[src/sv/lfe_bq_pkg.sv]
// ----------------------------------------------------------------------------
// LFE biquad package
// Shared widths, constants, register indexes and sequencer codes for the
// LFE downmix / biquad low-pass unit.
// ----------------------------------------------------------------------------
package lfe_bq_pkg;

   // Default parameter values
   localparam int BED_COUNT_DEF      = 7;
   localparam int COEF_FRAC_BITS_DEF = 28;

   // Fixed field widths
   localparam int NUM_BEDS = 7;   // bed sample ports
   localparam int IDX_W    = 3;   // bed slot index
   localparam int IN_W     = 24;  // PCM sample
   localparam int COEF_W   = 32;  // Q4.28 coefficient
   localparam int MASK_W   = 7;
   localparam int RECIP_W  = 17;  // Q1.16 reciprocal
   localparam int CSR_IDX_W = 3;

   // Shared multiplier and accumulator
   localparam int OP_A_W = 28;                 // signed data operand
   localparam int PROD_W = OP_A_W + COEF_W;    // one partial product
   localparam int ACC_W  = 81;                 // holds a 48 x 32 product plus rounding

   // Filter values: 48 bits, 39 fraction bits
   localparam int STATE_W    = 48;
   localparam int STATE_FRAC = 39;
   localparam int HALF_W     = 24;             // split of a wide operand
   localparam int G_W        = 41;             // gain stage output, +/- 2^39
   localparam int GF_W       = 48;             // gain product before the clamp
   localparam int SF_W       = 26;             // scaled sample before the clamp
   localparam int MONO_F_W   = 28;             // mono before the clamp

   // Fixed gains
   localparam logic signed [COEF_W-1:0] GAIN_Q24   = 32'sd5305422;  // -10 dB, Q8.24
   localparam logic signed [COEF_W-1:0] FULL_SCALE = 32'sd8388607;

   // Register reset values
   localparam logic signed [COEF_W-1:0] B0_RST   = 32'sd16377;
   localparam logic signed [COEF_W-1:0] B1_RST   = 32'sd32753;
   localparam logic signed [COEF_W-1:0] A1_RST   = -32'sd530908960;
   localparam logic signed [COEF_W-1:0] A2_RST   = 32'sd262537929;
   localparam logic [MASK_W-1:0]        MASK_RST = 7'h7F;
   localparam logic [RECIP_W-1:0]       RECIP_RST = 17'd9362;

   // Register indexes
   typedef enum logic [CSR_IDX_W-1:0] {
      CSR_COEF_B0     = 3'd0,
      CSR_COEF_B1     = 3'd1,
      CSR_COEF_A1     = 3'd2,
      CSR_COEF_A2     = 3'd3,
      CSR_BED_MASK    = 3'd4,
      CSR_RECIP_BEDS  = 3'd5,
      CSR_DEPTH_16BIT = 3'd6
   } csr_index_type;

   // Shift applied to a partial product before accumulation
   typedef enum logic [1:0] {
      SH_NONE = 2'd0,
      SH_16   = 2'd1,
      SH_24   = 2'd2
   } shift_sel_type;

   // Sequencer states, one-hot
   typedef enum logic [16:0] {
      ST_IDLE    = 17'h00001,
      ST_SUM     = 17'h00002,
      ST_MONO    = 17'h00004,
      ST_MONO_WB = 17'h00008,
      ST_XB0     = 17'h00010,
      ST_XB1     = 17'h00020,
      ST_Y       = 17'h00040,
      ST_YA1_LO  = 17'h00080,
      ST_YA1_HI  = 17'h00100,
      ST_YA2_LO  = 17'h00200,
      ST_YA2_HI  = 17'h00400,
      ST_YG_LO   = 17'h00800,
      ST_YG_HI   = 17'h01000,
      ST_G_WB    = 17'h02000,
      ST_GS_LO   = 17'h04000,
      ST_GS_HI   = 17'h08000,
      ST_OUT     = 17'h10000
   } state_type;

endpackage

[src/sv/lfe_synth_biquad_lowpass_unit.sv]
// ----------------------------------------------------------------------------
// LFE synthesis unit
// Masked bed downmix, transposed direct form II biquad low-pass and -10 dB
// gain, producing one saturated LFE sample per frame. All multiplies run on
// one shared 28 x 32 multiplier-accumulator under a one-hot sequencer.
// ----------------------------------------------------------------------------
//
//  Channel  Dir  Handshake          Payload
//  req      in   req_valid/stall    seven 24-bit bed samples per beat
//  rsp      out  rsp_valid/stall    rsp_lfe_sample, 24-bit signed
//  csr      in   csr_wr_en          csr_index, csr_wdata (32-bit)
//
//  Each beat is worked from acceptance to the next accept in one MAC pass per
//  bed slot, masked or not, then MAC passes and write-back states for the
//  mono scaling, filter and gain on the single shared multiplier.
//  req_stall is high whenever the sequencer is busy. A finished sample sits
//  in the output register; the next frame is taken while it waits, and only
//  the final write-back waits for the register to drain.
//  Synchronous reset clears configuration to defaults and both delay lines.
//
module lfe_synth_biquad_lowpass_unit
   import lfe_bq_pkg::*;
#(
   parameter int BED_COUNT      = BED_COUNT_DEF,
   parameter int COEF_FRAC_BITS = COEF_FRAC_BITS_DEF
) (
   input  logic                     clock,
   input  logic                     reset,

   input  logic                     req_valid,
   output logic                     req_stall,
   input  logic signed [IN_W-1:0]   req_front_left,
   input  logic signed [IN_W-1:0]   req_front_right,
   input  logic signed [IN_W-1:0]   req_center,
   input  logic signed [IN_W-1:0]   req_left_surround,
   input  logic signed [IN_W-1:0]   req_right_surround,
   input  logic signed [IN_W-1:0]   req_left_back,
   input  logic signed [IN_W-1:0]   req_right_back,

   output logic                     rsp_valid,
   input  logic                     rsp_stall,
   output logic signed [IN_W-1:0]   rsp_lfe_sample,

   input  logic                     csr_wr_en,
   input  logic [CSR_IDX_W-1:0]     csr_index,
   input  logic [COEF_W-1:0]        csr_wdata
);

   // Widths that follow from the coefficient fraction
   localparam int XB_W = 72 - COEF_FRAC_BITS;            // x * b product
   localparam int YA_W = 81 - COEF_FRAC_BITS;            // y * a product
   localparam int NZ_W = YA_W + 2;                       // delay update sum
   localparam int YS_W = ((XB_W > STATE_W) ? XB_W : STATE_W) + 1;
   localparam logic signed [ACC_W-1:0] RND_F  = ACC_W'(1) <<< (COEF_FRAC_BITS - 1);
   localparam logic signed [ACC_W-1:0] RND_15 = ACC_W'(1) <<< 15;
   localparam logic signed [ACC_W-1:0] RND_23 = ACC_W'(1) <<< 23;
   localparam logic signed [ACC_W-1:0] RND_38 = ACC_W'(1) <<< (STATE_FRAC - 1);
   localparam logic signed [GF_W-1:0]  G_MAX  = GF_W'(1) <<< STATE_FRAC;
   localparam logic signed [GF_W-1:0]  G_MIN  = -G_MAX;

   // Configuration registers
   logic signed [COEF_W-1:0]  coef_b0_ff, coef_b1_ff, coef_a1_ff, coef_a2_ff;
   logic [MASK_W-1:0]         bed_mask_ff;
   logic [RECIP_W-1:0]        recip_beds_ff;
   logic                      depth_16bit_ff;

   // Sequencer and datapath
   state_type                 state_ff, state_in;
   logic [IDX_W-1:0]          cnt_ff, cnt_in;
   logic signed [IN_W-1:0]    smp_ff [NUM_BEDS];
   logic signed [ACC_W-1:0]   acc_ff, acc_in;
   logic signed [IN_W-1:0]    mono_ff, mono_in;
   logic signed [XB_W-1:0]    xb0_ff, xb1_ff;
   logic signed [STATE_W-1:0] y_ff, y_in;
   logic signed [STATE_W-1:0] delay_one_ff, delay_one_in;
   logic signed [STATE_W-1:0] delay_two_ff, delay_two_in;
   logic signed [G_W-1:0]     g_ff, g_in;
   logic                      rsp_valid_ff;
   logic signed [IN_W-1:0]    rsp_data_ff, rsp_data_in;

   logic                      accept;
   logic                      out_load;

   // Shared multiplier-accumulator controls
   logic signed [OP_A_W-1:0]  op_a;
   logic signed [COEF_W-1:0]  op_c;
   shift_sel_type             sh_sel;
   logic                      acc_keep;     // add onto acc instead of a fresh base
   logic signed [ACC_W-1:0]   acc_base;
   logic signed [PROD_W-1:0]  prod;
   logic signed [ACC_W-1:0]   prod_ext;
   logic signed [ACC_W-1:0]   prod_sh;

   // Operand views
   logic signed [IN_W-1:0]    smp_cur;
   logic signed [IN_W-1:0]    smp_val;
   logic signed [HALF_W-1:0]  y_hi;
   logic signed [G_W-HALF_W-1:0] g_hi;

   // Accumulator read-outs
   logic signed [ACC_W-1:0]   acc_sh_f, acc_sh16, acc_sh24, acc_sh39;
   logic signed [XB_W-1:0]    xb_res;
   logic signed [YA_W-1:0]    ya_res;
   logic signed [MONO_F_W-1:0] mono_full;
   logic signed [GF_W-1:0]    g_full;
   logic signed [SF_W-1:0]    s_full;

   // Saturation intermediates
   logic signed [YS_W-1:0]    y_sum;
   logic signed [NZ_W-1:0]    nz1, nz2;
   logic signed [IN_W-1:0]    s24;
   logic signed [IN_W:0]      s_rnd;
   logic signed [IN_W-8:0]    s_q;
   logic signed [15:0]        s16;

   assign accept    = req_valid && !req_stall;
   assign req_stall = (state_ff != ST_IDLE);
   assign rsp_valid = rsp_valid_ff;
   assign rsp_lfe_sample = rsp_data_ff;
   assign out_load  = (state_ff == ST_OUT) && (!rsp_valid_ff || !rsp_stall);

   // Current bed sample; 16-bit mode reads the low half and shifts it up by 8 bits
   assign smp_cur = smp_ff[cnt_ff];
   assign smp_val = depth_16bit_ff ? {smp_cur[15:0], 8'h00} : smp_cur;
   assign y_hi    = y_ff[STATE_W-1:HALF_W];
   assign g_hi    = g_ff[G_W-1:HALF_W];

   // Sequencer: operand selection and next state
   always_comb begin
      state_in = state_ff;
      cnt_in   = cnt_ff;
      op_a     = '0;
      op_c     = '0;
      sh_sel   = SH_NONE;
      acc_keep = 1'b1;
      acc_base = '0;
      unique case (state_ff)
         ST_IDLE: begin
            acc_keep = 1'b0;
            cnt_in   = '0;
            if (accept) begin
               state_in = ST_SUM;
            end
         end
         ST_SUM: begin
            op_a   = OP_A_W'(smp_val);
            op_c   = COEF_W'({1'b0, bed_mask_ff[cnt_ff]});
            cnt_in = cnt_ff + IDX_W'(1);
            if (cnt_ff == IDX_W'(BED_COUNT - 1)) begin
               state_in = ST_MONO;
            end
         end
         ST_MONO: begin
            op_a     = acc_ff[OP_A_W-1:0];
            op_c     = COEF_W'(recip_beds_ff);
            acc_keep = 1'b0;
            acc_base = RND_15;
            state_in = ST_MONO_WB;
         end
         ST_MONO_WB: begin
            state_in = ST_XB0;
         end
         ST_XB0: begin
            op_a     = OP_A_W'(mono_ff);
            op_c     = coef_b0_ff;
            sh_sel   = SH_16;
            acc_keep = 1'b0;
            acc_base = RND_F;
            state_in = ST_XB1;
         end
         ST_XB1: begin
            op_a     = OP_A_W'(mono_ff);
            op_c     = coef_b1_ff;
            sh_sel   = SH_16;
            acc_keep = 1'b0;
            acc_base = RND_F;
            state_in = ST_Y;
         end
         ST_Y: begin
            state_in = ST_YA1_LO;
         end
         ST_YA1_LO: begin
            op_a     = OP_A_W'({1'b0, y_ff[HALF_W-1:0]});
            op_c     = coef_a1_ff;
            acc_keep = 1'b0;
            acc_base = RND_F;
            state_in = ST_YA1_HI;
         end
         ST_YA1_HI: begin
            op_a     = OP_A_W'(y_hi);
            op_c     = coef_a1_ff;
            sh_sel   = SH_24;
            state_in = ST_YA2_LO;
         end
         ST_YA2_LO: begin
            op_a     = OP_A_W'({1'b0, y_ff[HALF_W-1:0]});
            op_c     = coef_a2_ff;
            acc_keep = 1'b0;
            acc_base = RND_F;
            state_in = ST_YA2_HI;
         end
         ST_YA2_HI: begin
            op_a     = OP_A_W'(y_hi);
            op_c     = coef_a2_ff;
            sh_sel   = SH_24;
            state_in = ST_YG_LO;
         end
         ST_YG_LO: begin
            op_a     = OP_A_W'({1'b0, y_ff[HALF_W-1:0]});
            op_c     = GAIN_Q24;
            acc_keep = 1'b0;
            acc_base = RND_23;
            state_in = ST_YG_HI;
         end
         ST_YG_HI: begin
            op_a     = OP_A_W'(y_hi);
            op_c     = GAIN_Q24;
            sh_sel   = SH_24;
            state_in = ST_G_WB;
         end
         ST_G_WB: begin
            state_in = ST_GS_LO;
         end
         ST_GS_LO: begin
            op_a     = OP_A_W'({1'b0, g_ff[HALF_W-1:0]});
            op_c     = FULL_SCALE;
            acc_keep = 1'b0;
            acc_base = RND_38;
            state_in = ST_GS_HI;
         end
         ST_GS_HI: begin
            op_a     = OP_A_W'(g_hi);
            op_c     = FULL_SCALE;
            sh_sel   = SH_24;
            state_in = ST_OUT;
         end
         ST_OUT: begin
            if (out_load) begin
               state_in = ST_IDLE;
            end
         end
         default: begin
            state_in = ST_IDLE;
         end
      endcase
   end

   // Shared multiply-accumulate
   assign prod     = op_a * op_c;
   assign prod_ext = ACC_W'(prod);
   always_comb begin
      unique case (sh_sel)
         SH_NONE: prod_sh = prod_ext;
         SH_16:   prod_sh = prod_ext <<< 16;
         SH_24:   prod_sh = prod_ext <<< HALF_W;
         default: prod_sh = prod_ext;
      endcase
   end
   assign acc_in = (acc_keep ? acc_ff : acc_base) + prod_sh;

   // Rounded accumulator views
   assign acc_sh_f  = acc_ff >>> COEF_FRAC_BITS;
   assign acc_sh16  = acc_ff >>> 16;
   assign acc_sh24  = acc_ff >>> HALF_W;
   assign acc_sh39  = acc_ff >>> STATE_FRAC;
   assign xb_res    = acc_sh_f[XB_W-1:0];
   assign ya_res    = acc_sh_f[YA_W-1:0];
   assign mono_full = acc_sh16[MONO_F_W-1:0];
   assign g_full    = acc_sh24[GF_W-1:0];
   assign s_full    = acc_sh39[SF_W-1:0];

   // Mono clamp to Q1.23
   always_comb begin
      if ((&mono_full[MONO_F_W-1:IN_W-1]) || !(|mono_full[MONO_F_W-1:IN_W-1])) begin
         mono_in = mono_full[IN_W-1:0];
      end else begin
         mono_in = mono_full[MONO_F_W-1] ? {1'b1, {(IN_W-1){1'b0}}}
                                         : {1'b0, {(IN_W-1){1'b1}}};
      end
   end

   // Filter output y, saturated to 48 bits
   assign y_sum = YS_W'(xb0_ff) + YS_W'(delay_one_ff);
   always_comb begin
      if ((&y_sum[YS_W-1:STATE_W-1]) || !(|y_sum[YS_W-1:STATE_W-1])) begin
         y_in = y_sum[STATE_W-1:0];
      end else begin
         y_in = y_sum[YS_W-1] ? {1'b1, {(STATE_W-1){1'b0}}}
                              : {1'b0, {(STATE_W-1){1'b1}}};
      end
   end

   // Delay updates, each saturated to 48 bits
   assign nz1 = NZ_W'(xb1_ff) - NZ_W'(ya_res) + NZ_W'(delay_two_ff);
   assign nz2 = NZ_W'(xb0_ff) - NZ_W'(ya_res);
   always_comb begin
      if ((&nz1[NZ_W-1:STATE_W-1]) || !(|nz1[NZ_W-1:STATE_W-1])) begin
         delay_one_in = nz1[STATE_W-1:0];
      end else begin
         delay_one_in = nz1[NZ_W-1] ? {1'b1, {(STATE_W-1){1'b0}}}
                                    : {1'b0, {(STATE_W-1){1'b1}}};
      end
      if ((&nz2[NZ_W-1:STATE_W-1]) || !(|nz2[NZ_W-1:STATE_W-1])) begin
         delay_two_in = nz2[STATE_W-1:0];
      end else begin
         delay_two_in = nz2[NZ_W-1] ? {1'b1, {(STATE_W-1){1'b0}}}
                                    : {1'b0, {(STATE_W-1){1'b1}}};
      end
   end

   // Gain output clamp to +/- 1.0
   always_comb begin
      priority if (g_full > G_MAX) begin
         g_in = G_W'(G_MAX);
      end else if (g_full < G_MIN) begin
         g_in = G_W'(G_MIN);
      end else begin
         g_in = g_full[G_W-1:0];
      end
   end

   // Output sample: 24-bit clamp, then optional 16-bit rounding
   always_comb begin
      if ((&s_full[SF_W-1:IN_W-1]) || !(|s_full[SF_W-1:IN_W-1])) begin
         s24 = s_full[IN_W-1:0];
      end else begin
         s24 = s_full[SF_W-1] ? {1'b1, {(IN_W-1){1'b0}}}
                              : {1'b0, {(IN_W-1){1'b1}}};
      end
      s_rnd = (IN_W+1)'(s24) + (s24[IN_W-1] ? -(IN_W+1)'(128) : (IN_W+1)'(128));
      s_q   = s_rnd[IN_W:8];
      if (s_q[IN_W-8] == s_q[15]) begin
         s16 = s_q[15:0];
      end else begin
         s16 = s_q[IN_W-8] ? 16'sh8000 : 16'sh7FFF;
      end
      rsp_data_in = depth_16bit_ff ? IN_W'(s16) : s24;
   end

   // Control state and configuration
   always_ff @(posedge clock) begin
      if (reset) begin
         state_ff       <= ST_IDLE;
         cnt_ff         <= '0;
         rsp_valid_ff   <= 1'b0;
         delay_one_ff   <= '0;
         delay_two_ff   <= '0;
         coef_b0_ff     <= B0_RST;
         coef_b1_ff     <= B1_RST;
         coef_a1_ff     <= A1_RST;
         coef_a2_ff     <= A2_RST;
         bed_mask_ff    <= MASK_RST;
         recip_beds_ff  <= RECIP_RST;
         depth_16bit_ff <= 1'b0;
      end else begin
         state_ff <= state_in;
         cnt_ff   <= cnt_in;
         if (out_load) begin
            rsp_valid_ff <= 1'b1;
         end else if (!rsp_stall) begin
            rsp_valid_ff <= 1'b0;
         end
         if (state_ff == ST_YA2_LO) begin
            delay_one_ff <= delay_one_in;
         end
         if (state_ff == ST_YG_LO) begin
            delay_two_ff <= delay_two_in;
         end
         if (csr_wr_en) begin
            unique case (csr_index_type'(csr_index))
               CSR_COEF_B0:     coef_b0_ff     <= csr_wdata;
               CSR_COEF_B1:     coef_b1_ff     <= csr_wdata;
               CSR_COEF_A1:     coef_a1_ff     <= csr_wdata;
               CSR_COEF_A2:     coef_a2_ff     <= csr_wdata;
               CSR_BED_MASK:    bed_mask_ff    <= csr_wdata[MASK_W-1:0];
               CSR_RECIP_BEDS:  recip_beds_ff  <= csr_wdata[RECIP_W-1:0];
               CSR_DEPTH_16BIT: depth_16bit_ff <= csr_wdata[0];
               default: ;
            endcase
         end
      end
   end

   // Datapath registers
   always_ff @(posedge clock) begin
      acc_ff <= acc_in;
      if (accept) begin
         smp_ff[0] <= req_front_left;
         smp_ff[1] <= req_front_right;
         smp_ff[2] <= req_center;
         smp_ff[3] <= req_left_surround;
         smp_ff[4] <= req_right_surround;
         smp_ff[5] <= req_left_back;
         smp_ff[6] <= req_right_back;
      end
      if (state_ff == ST_MONO_WB) begin
         mono_ff <= mono_in;
      end
      if (state_ff == ST_XB1) begin
         xb0_ff <= xb_res;
      end
      if (state_ff == ST_Y) begin
         xb1_ff <= xb_res;
         y_ff   <= y_in;
      end
      if (state_ff == ST_G_WB) begin
         g_ff <= g_in;
      end
      if (out_load) begin
         rsp_data_ff <= rsp_data_in;
      end
   end

   // Checks
   a_rsp_from_out: assert property (@(posedge clock) disable iff (reset)
      $rose(rsp_valid_ff) |-> $past(state_ff == ST_OUT))
      else $error("result beat raised outside the output step");

   a_accept_starts_sum: assert property (@(posedge clock) disable iff (reset)
      accept |=> (state_ff == ST_SUM) && (cnt_ff == '0))
      else $error("accepted frame did not start the bed sum");

   a_sum_count_bound: assert property (@(posedge clock) disable iff (reset)
      (state_ff == ST_SUM) |-> (cnt_ff < IDX_W'(BED_COUNT)))
      else $error("bed counter ran past the slot count");

   a_out_waits_drain: assert property (@(posedge clock) disable iff (reset)
      (rsp_valid_ff && rsp_stall) |=> rsp_valid_ff && $stable(rsp_data_ff))
      else $error("stalled result beat was overwritten");

endmodule

[config.mk]
export PLATFORM = sky130hd
export DESIGN_NAME = lfe_synth_biquad_lowpass_unit
export DESIGN_NICKNAME = d
export VERILOG_FILES = /design/src/sv/lfe_bq_pkg.sv /design/src/sv/lfe_synth_biquad_lowpass_unit.sv
export SDC_FILE = /design/constraint.sdc
export NUM_CORES = 2
export LEC_CHECK = 0
export BUFFER_PORTS_ARGS = -buffer_cell sky130_fd_sc_hd__buf_4
export CORE_MARGIN = 8
export CORE_UTILIZATION = 57
export DETAILED_ROUTE_END_ITERATION = 10
export PLACE_DENSITY = 0.74
export SKIP_CTS_REPAIR_TIMING = 1
export SLEW_MARGIN = 20
export SYNTH_ARGS = -nofsm -noshare
export SYNTH_HDL_FRONTEND = slang
export SYNTH_SLANG_ARGS = --single-unit
export TNS_END_PERCENT = 30
[constraint.sdc]
create_clock -name clock -period 20.4 [get_ports clock]
set_input_delay 5.1 -clock clock [delete_from_list [all_inputs] [get_ports clock]]
set_output_delay 5.1 -clock clock [all_outputs]
set_load 0.02 [all_outputs]
* Word level (Yosys, flattened, before mapping)
Memory sizes are Yosys's and may differ from the RTL's. A register that Yosys moved wholly into a read port is not among the register bits.
Index checks and enable logic that the tools add are counted.
** Word-level totals
- Register bits after elaboration :: 576
- Memory bits (writable) :: 168
- Bits of input ports :: 208
- Output and inout bits :: 26
- Logic and storage cells :: 146
- Memories :: 1
** Memories
- smp_ff :: words 7, width 24, rd ports 1, clocked after Yosys merged registers in 1, write ports 7, line lfe_synth_biquad_lowpass_unit.sv:70 : logic signed [IN_W-1:0] smp_ff [NUM_BEDS];
** Operators by class
- Add/subtract/negate cells :: 7
- Multipliers :: 1
- Order comparisons :: 3
- Equality and inequality tests :: 32
- Muxes and demuxes :: 35
- Reductions and logical operators :: 47
** Operators by type and width (number)
- one-hot mux 17 bit (17 select lines) :: 1
- two-way mux 48 bit :: 6
- one-hot mux 32 bit (8 select lines) :: 1
- one-hot mux 28 bit (7 select lines) :: 1
- one-hot mux 81 bit (2 select lines) :: 1
- one-hot mux 39 bit (4 select lines) :: 1
- two-way mux 24 bit :: 6
- subtractor 44 x 53 -> 54 bit :: 2
- adder 81 bit :: 1
- two-way mux 81 bit :: 1
- multiplier 28 x 32 -> 60 bit :: 1
- adder 54 x 48 -> 55 bit :: 1
- two-way mux 17 bit :: 3
- adder 44 x 48 -> 49 bit :: 1
- > comparator 48 x 41 -> 1 bit, second input constant :: 1
- < comparator 48 x 40 -> 1 bit, second input constant :: 1
- two-way mux 41 bit :: 1
- two-way mux 16 bit :: 2
- adder 24 x 25 -> 25 bit :: 1
- two-way mux 25 bit :: 1
- OR reduction 8 bit :: 3
- == test 17 x 1 -> 1 bit, second input constant :: 1
- == test 17 x 10 -> 1 bit, second input constant :: 1
- == test 17 x 11 -> 1 bit, second input constant :: 1
- other kinds (43) :: 85

* Longest topological paths before layout
- Depth in word-level cells :: 9
- Depth in mapped cells :: 60
- Mapped depth without buffers :: 52

* Worst setup path after synthesis
OpenSTA, ideal clock, no wires.
- Path kind :: register to register
- Start point :: register state_ff[8]
- End point :: register acc_ff[79]
- Library setup time :: 0.058 ns
- Arrival time :: 13.451 ns
- Data required time :: 20.342 ns
- Path slack :: 6.891 ns
- Cell stages (with the launch flop) :: 52
- Path buffers :: 9
- Period minus slack after synthesis :: 13.509 ns
- Cell sequence :: dfxtp_1 > clkbuf_1 > nor3_1 > and2_1 > clkbuf_1 > nand2_1 > nor3b_1 > clkbuf_1 > clkbuf_1 > clkbuf_1 > a211oi_1 > clkbuf_1 > nor2_1 > fa_1 > fa_1 > fa_1 > inv_1 > fa_1 > (+16 left out) > and2_1 > buf_2 > buf_2 > nor2_1 > ha_1 > clkbuf_1 > a21o_1 > a21o_1 > a21o_1 > a21o_1 > a21oi_1 > o21ai_0 > a221o_1 > a21oi_1 > o21ai_0 > nor4b_1 > mux2i_1 > nand2_1
** On the way
- Word-level cells in the longest chain between the ends :: 6
- Elaborated cells between the ends (all ways) :: 33
- Classes of those cells :: add/sub: 1; mul: 1; eq/ne: 15; mux: 6; reduce/logical: 10
** Ends and longest elaborated chain
- start, declared :: line lfe_synth_biquad_lowpass_unit.sv:68 : state_type state_ff, state_in;
- start signal, assigned :: line lfe_synth_biquad_lowpass_unit.sv:356 : state_ff <= state_in;
- == test 17 x 13 -> 1 bit, or another cell as far along :: line lfe_synth_biquad_lowpass_unit.sv:137 : unique case (state_ff)
- OR reduction 3 bit (no source line), or another cell as far along
- one-hot mux 28 bit (7 select lines), or another cell as far along :: line lfe_synth_biquad_lowpass_unit.sv:137
- multiplier 28 x 32 -> 60 bit, or another cell as far along :: line lfe_synth_biquad_lowpass_unit.sv:249 : assign prod = op_a * op_c;
- one-hot mux 81 bit (2 select lines) :: line lfe_synth_biquad_lowpass_unit.sv:252 : unique case (sh_sel)
- adder 81 bit * :: line lfe_synth_biquad_lowpass_unit.sv:259 : assign acc_in = (acc_keep ? acc_ff : acc_base) + prod_sh;
- net acc_in[79] :: line lfe_synth_biquad_lowpass_unit.sv:71 : logic signed [ACC_W-1:0] acc_ff, acc_in;
- end signal, assigned :: line lfe_synth_biquad_lowpass_unit.sv:386 : acc_ff <= acc_in;
- end, declared :: line lfe_synth_biquad_lowpass_unit.sv:71
Mark *: on every way through the listed nets, which the timed path passes. The rest lies on a longest branch.
A chain may end at the register's enable or synchronous reset.

* Final worst setup path
- Start point :: register state_ff[0]
- End point :: register acc_ff[73]
Same word-level chain as after synthesis.

==> results.py <==
metrics = {
    "synthesis": {
        "yosys_most_used_dff": "edfxtp_1",
        "synth_seq_cells": 747,
        "yosys_warnings": 0,
        "synth_nets": 10100,
        "synth_edf_count": 393,
        "synth-seq-area-share_pct": 24.6,
        "synth_area_per_cell_um2": 9.11,
        "ys_async_sr_fraction_pct": 0,
        "synth_area_leaders": "fa_1 (26%), edfxtp_1 (15%), dfxtp_1 (9.2%), ha_1 (7.3%), inv_1 (6.3%)",
        "synth_top_area_share_pct": 25.6,
        "synth.distinct_cells": 98,
        "synth_top_cell_by_area": "fa_1",
        "netlist_area_um2": 76900,
        "synthCells": 8440,
    },
    "cells_and_area": {
        "fin_util_pct": 62.5,
        "fill_cells": 11200,
        "layout.nets": 10100,
        "final_common_cell": "inv_1",
        "seqCellArea_um2": 18900,
        "multi_input_area_um2": 51800,
        "finalNonFillerCells": 10300,
        "drive_gt1_share_pct": 8.03,
        "syn2layout_area_growth_pct": 8.59,
        "final_cell_mix": "inv_1 (1279), fa_1 (984), nand2_1 (975)",
    },
    "die": {
        "design.die.area_um2": 147000,
        "initial_core_util_pct": 57.5,
        "rows": 134,
        "ios": 234,
        "fp.dieW_um": 383,
        "fp.dieH_um": 383,
        "core_um2": 134000,
    },
    "power_and_ir_drop": {
        "switching_share_pct": 34.5,
        "leakage_nw": 38.8,
        "vdd_drop_max_mv": 0.0710,
        "intPower_mw": 3.13,
        "power.density_nw_per_um2": 57.3,
        "power_frac_comb_pct": 28.5,
        "switching_power_mw": 1.65,
        "pwr-share-clk_pct": 34.0,
        "pwr-share-seq_pct": 37.5,
    },
    "job": {
        "cap_violations": 0,
    },
    "clock_network": {
        "numCtsBuffers": 83,
        "tritoncts": "done",
        "cts_max_path_buffers": 3,
        "clk_pin_slew_ps": 70,
        "clkSinkCount": 747,
        "clock-root-buffer": "clkbuf_16",
        "htree_levels": 3,
        "clkLatencyLatePin_ps": 720,
    },
    "placed_design": {
        "finalWeightedCongestion": 1.02,
        "dp.cells": 10100,
        "hpwlAfterDp_mm": 198,
        "io_buffers": 233,
        "place_ws_ps": 5960,
    },
    "timing": {
        "tns_ps": 0,
        "fmax_mhz": 67.7,
        "fin_skew_ps": 42.5,
        "finalSetupViolations": 0,
        "period_share_pct": 72.4,
        "drv_slew": 0,
        "tightest_slew_ps": 1210,
        "period_minus_slack_ps": 14760,
        "hold_viol": 0,
        "rsz0062_at_grt": "false",
        "setup_ws_ps": 5640,
        "slew_headroom_pct": 19.2,
    },
    "worst_setup_path": {
        "crit_top_cell": "fa_1",
        "worstPathRequired_ps": 21050,
        "cp.arrival_ps": 15410,
        "cpPeakStageDelay_ps": 660,
        "worstPathMaxFanout": 29,
        "worstSetupStartpointType": "flip-flop",
        "path_class": "reg2reg",
        "startpoint": "state_ff[0]$_SDFFE_PP1P_",
        "end_kind": "flip-flop",
        "critPathSlowestCell": "or4b_2",
        "r2r_start": "state_ff[0]$_SDFFE_PP1P_",
    },
    "status": {
        "status": "finished clean",
    },
    "drt": {
        "wl_mm": 257,
        "drt-pass1-iter-count": 9,
        "postRouteAntennaNets": 0,
        "routedWlPerCell_um": 24.9,
        "vias_per_cell": 6.13,
        "drt_iter0_markers": 6298,
        "drc": 0,
        "via_count": 63100,
    },
    "min_path": {
        "min_from": "coef_b0_ff[16]$_SDFFE_PP0P_",
        "hp-class": "reg2reg",
    },
    "global_routing": {
        "grt_pass1_wl_mm": 392,
        "overflow": 0,
        "first_global_vias": 64700,
        "grt_max_degree": 90,
        "antenna_found_initial": 7,
        "grt_use_total_pct": 34.7,
    },
}
## registers in the layout, summed over array words and instances, names as in the netlist, 17 cells and up, named ones only
register        count
smp_ff            168
acc_ff             81
delay_one_ff       48
delay_two_ff       48
y_ff               48
xb0_ff             44
xb1_ff             44
g_ff               41
coef_a1_ff         32
coef_a2_ff         32
coef_b0_ff         32
coef_b1_ff         32
mono_ff            24
rsp_lfe_sample     24
recip_beds_ff      17
state_ff           17
## final cells by class
type / instances / share of cell area [%]
diodes: 8 / 0.0240
flip-flops and latches: 747 / 22.6
clock inverters: 47 / 0.758
well taps: 1768 / 2.65
multi-input cells: 5958 / 62.0
clock buffers: 107 / 2.71
repair buffers: 381 / 3.43
inverters: 1280 / 5.76
## path summary, 6_finish.rpt
kind                                  to  slack (ps)  depth (start not counted)
max                   acc_ff[73]$_DFF_P_        5640                         48
min          coef_b0_ff[16]$_SDFFE_PP0P_         450                          2
max reg2reg           acc_ff[73]$_DFF_P_        5640                         48
min reg2reg  coef_b0_ff[16]$_SDFFE_PP0P_         450                          2
## layer usage
layer  GRT usage, %  vias to the layer above  routed length [um]
li1               -                    27900                   -
met1           43.9                    31300               96900
met2           56.2                     3124              119000
met3           6.73                      764               23800
met4           19.4                        0               17300
met5              0                        -                   0
## worst max-delay path, delay by kind of cell, from the launching register on
family | cells | cell delay [ps]
buffers and inverters | 8 | 1300
adder cells (fa/ha/maj) | 10 | 5020
AO/OA/AOI/OAI | 9 | 2140
flip-flops | 1 | 360
AND/OR/NAND/NOR | 19 | 5310
XOR/XNOR | 2 | 490
## stage by stage
stage / instance area (um2) / total power, mW / hold WS (ps)
CTS: 83500 / 4.76 / 454
detailed placement: 80600 / 3.15 / 446
floorplan: 76900 / 2.69 / 434
global route: 83500 / 4.96 / 467
finish: 83500 / 4.78 / 455
global placement: 80600 / 3.13 / 441
## cell families after synthesis
| kind of cell | synth area share (%) |
|---|---|
| buf+inv | 8.58 |
| mux | 1.40 |
| xor+xnor | 3.27 |
| fa+ha+maj | 33.1 |
| simple gates | 14.4 |
| compound gates | 14.7 |
| flops | 24.6 |
## power groups by stage
stage | Sequential, mW | Combinational (mW) | Clock (mW)
6_report | 1.79 | 1.36 | 1.63
5_1_grt | 1.80 | 1.47 | 1.69
4_1_cts | 1.79 | 1.34 | 1.63
3_5_place_dp | 1.82 | 1.33 | 0
3_3_place_gp | 1.82 | 1.31 | 0
2_1_floorplan | 1.80 | 0.892 | 0
## synth_stat cells (50+ instances only)
| cell type | number |
|---|---|
| a211oi_1 | 60 |
| a21o_1 | 222 |
| a21oi_1 | 489 |
| a22oi_1 | 55 |
| a31oi_1 | 92 |
| and3_1 | 111 |
| clkbuf_1 | 394 |
| dfxtp_1 | 354 |
| edfxtp_1 | 393 |
| fa_1 | 984 |
| ha_1 | 448 |
| inv_1 | 1280 |
| nand2_1 | 978 |
| nand2b_1 | 84 |
| nand3_1 | 79 |
| nand3b_1 | 62 |
| nand4_1 | 70 |
| nor2_1 | 751 |
| nor2b_1 | 57 |
| nor3_1 | 50 |
| o21a_1 | 64 |
| o21ai_0 | 297 |
| o21bai_1 | 56 |
| xnor2_1 | 183 |
| xor2_1 | 104 |
Power figures use the tool's default switching activity.
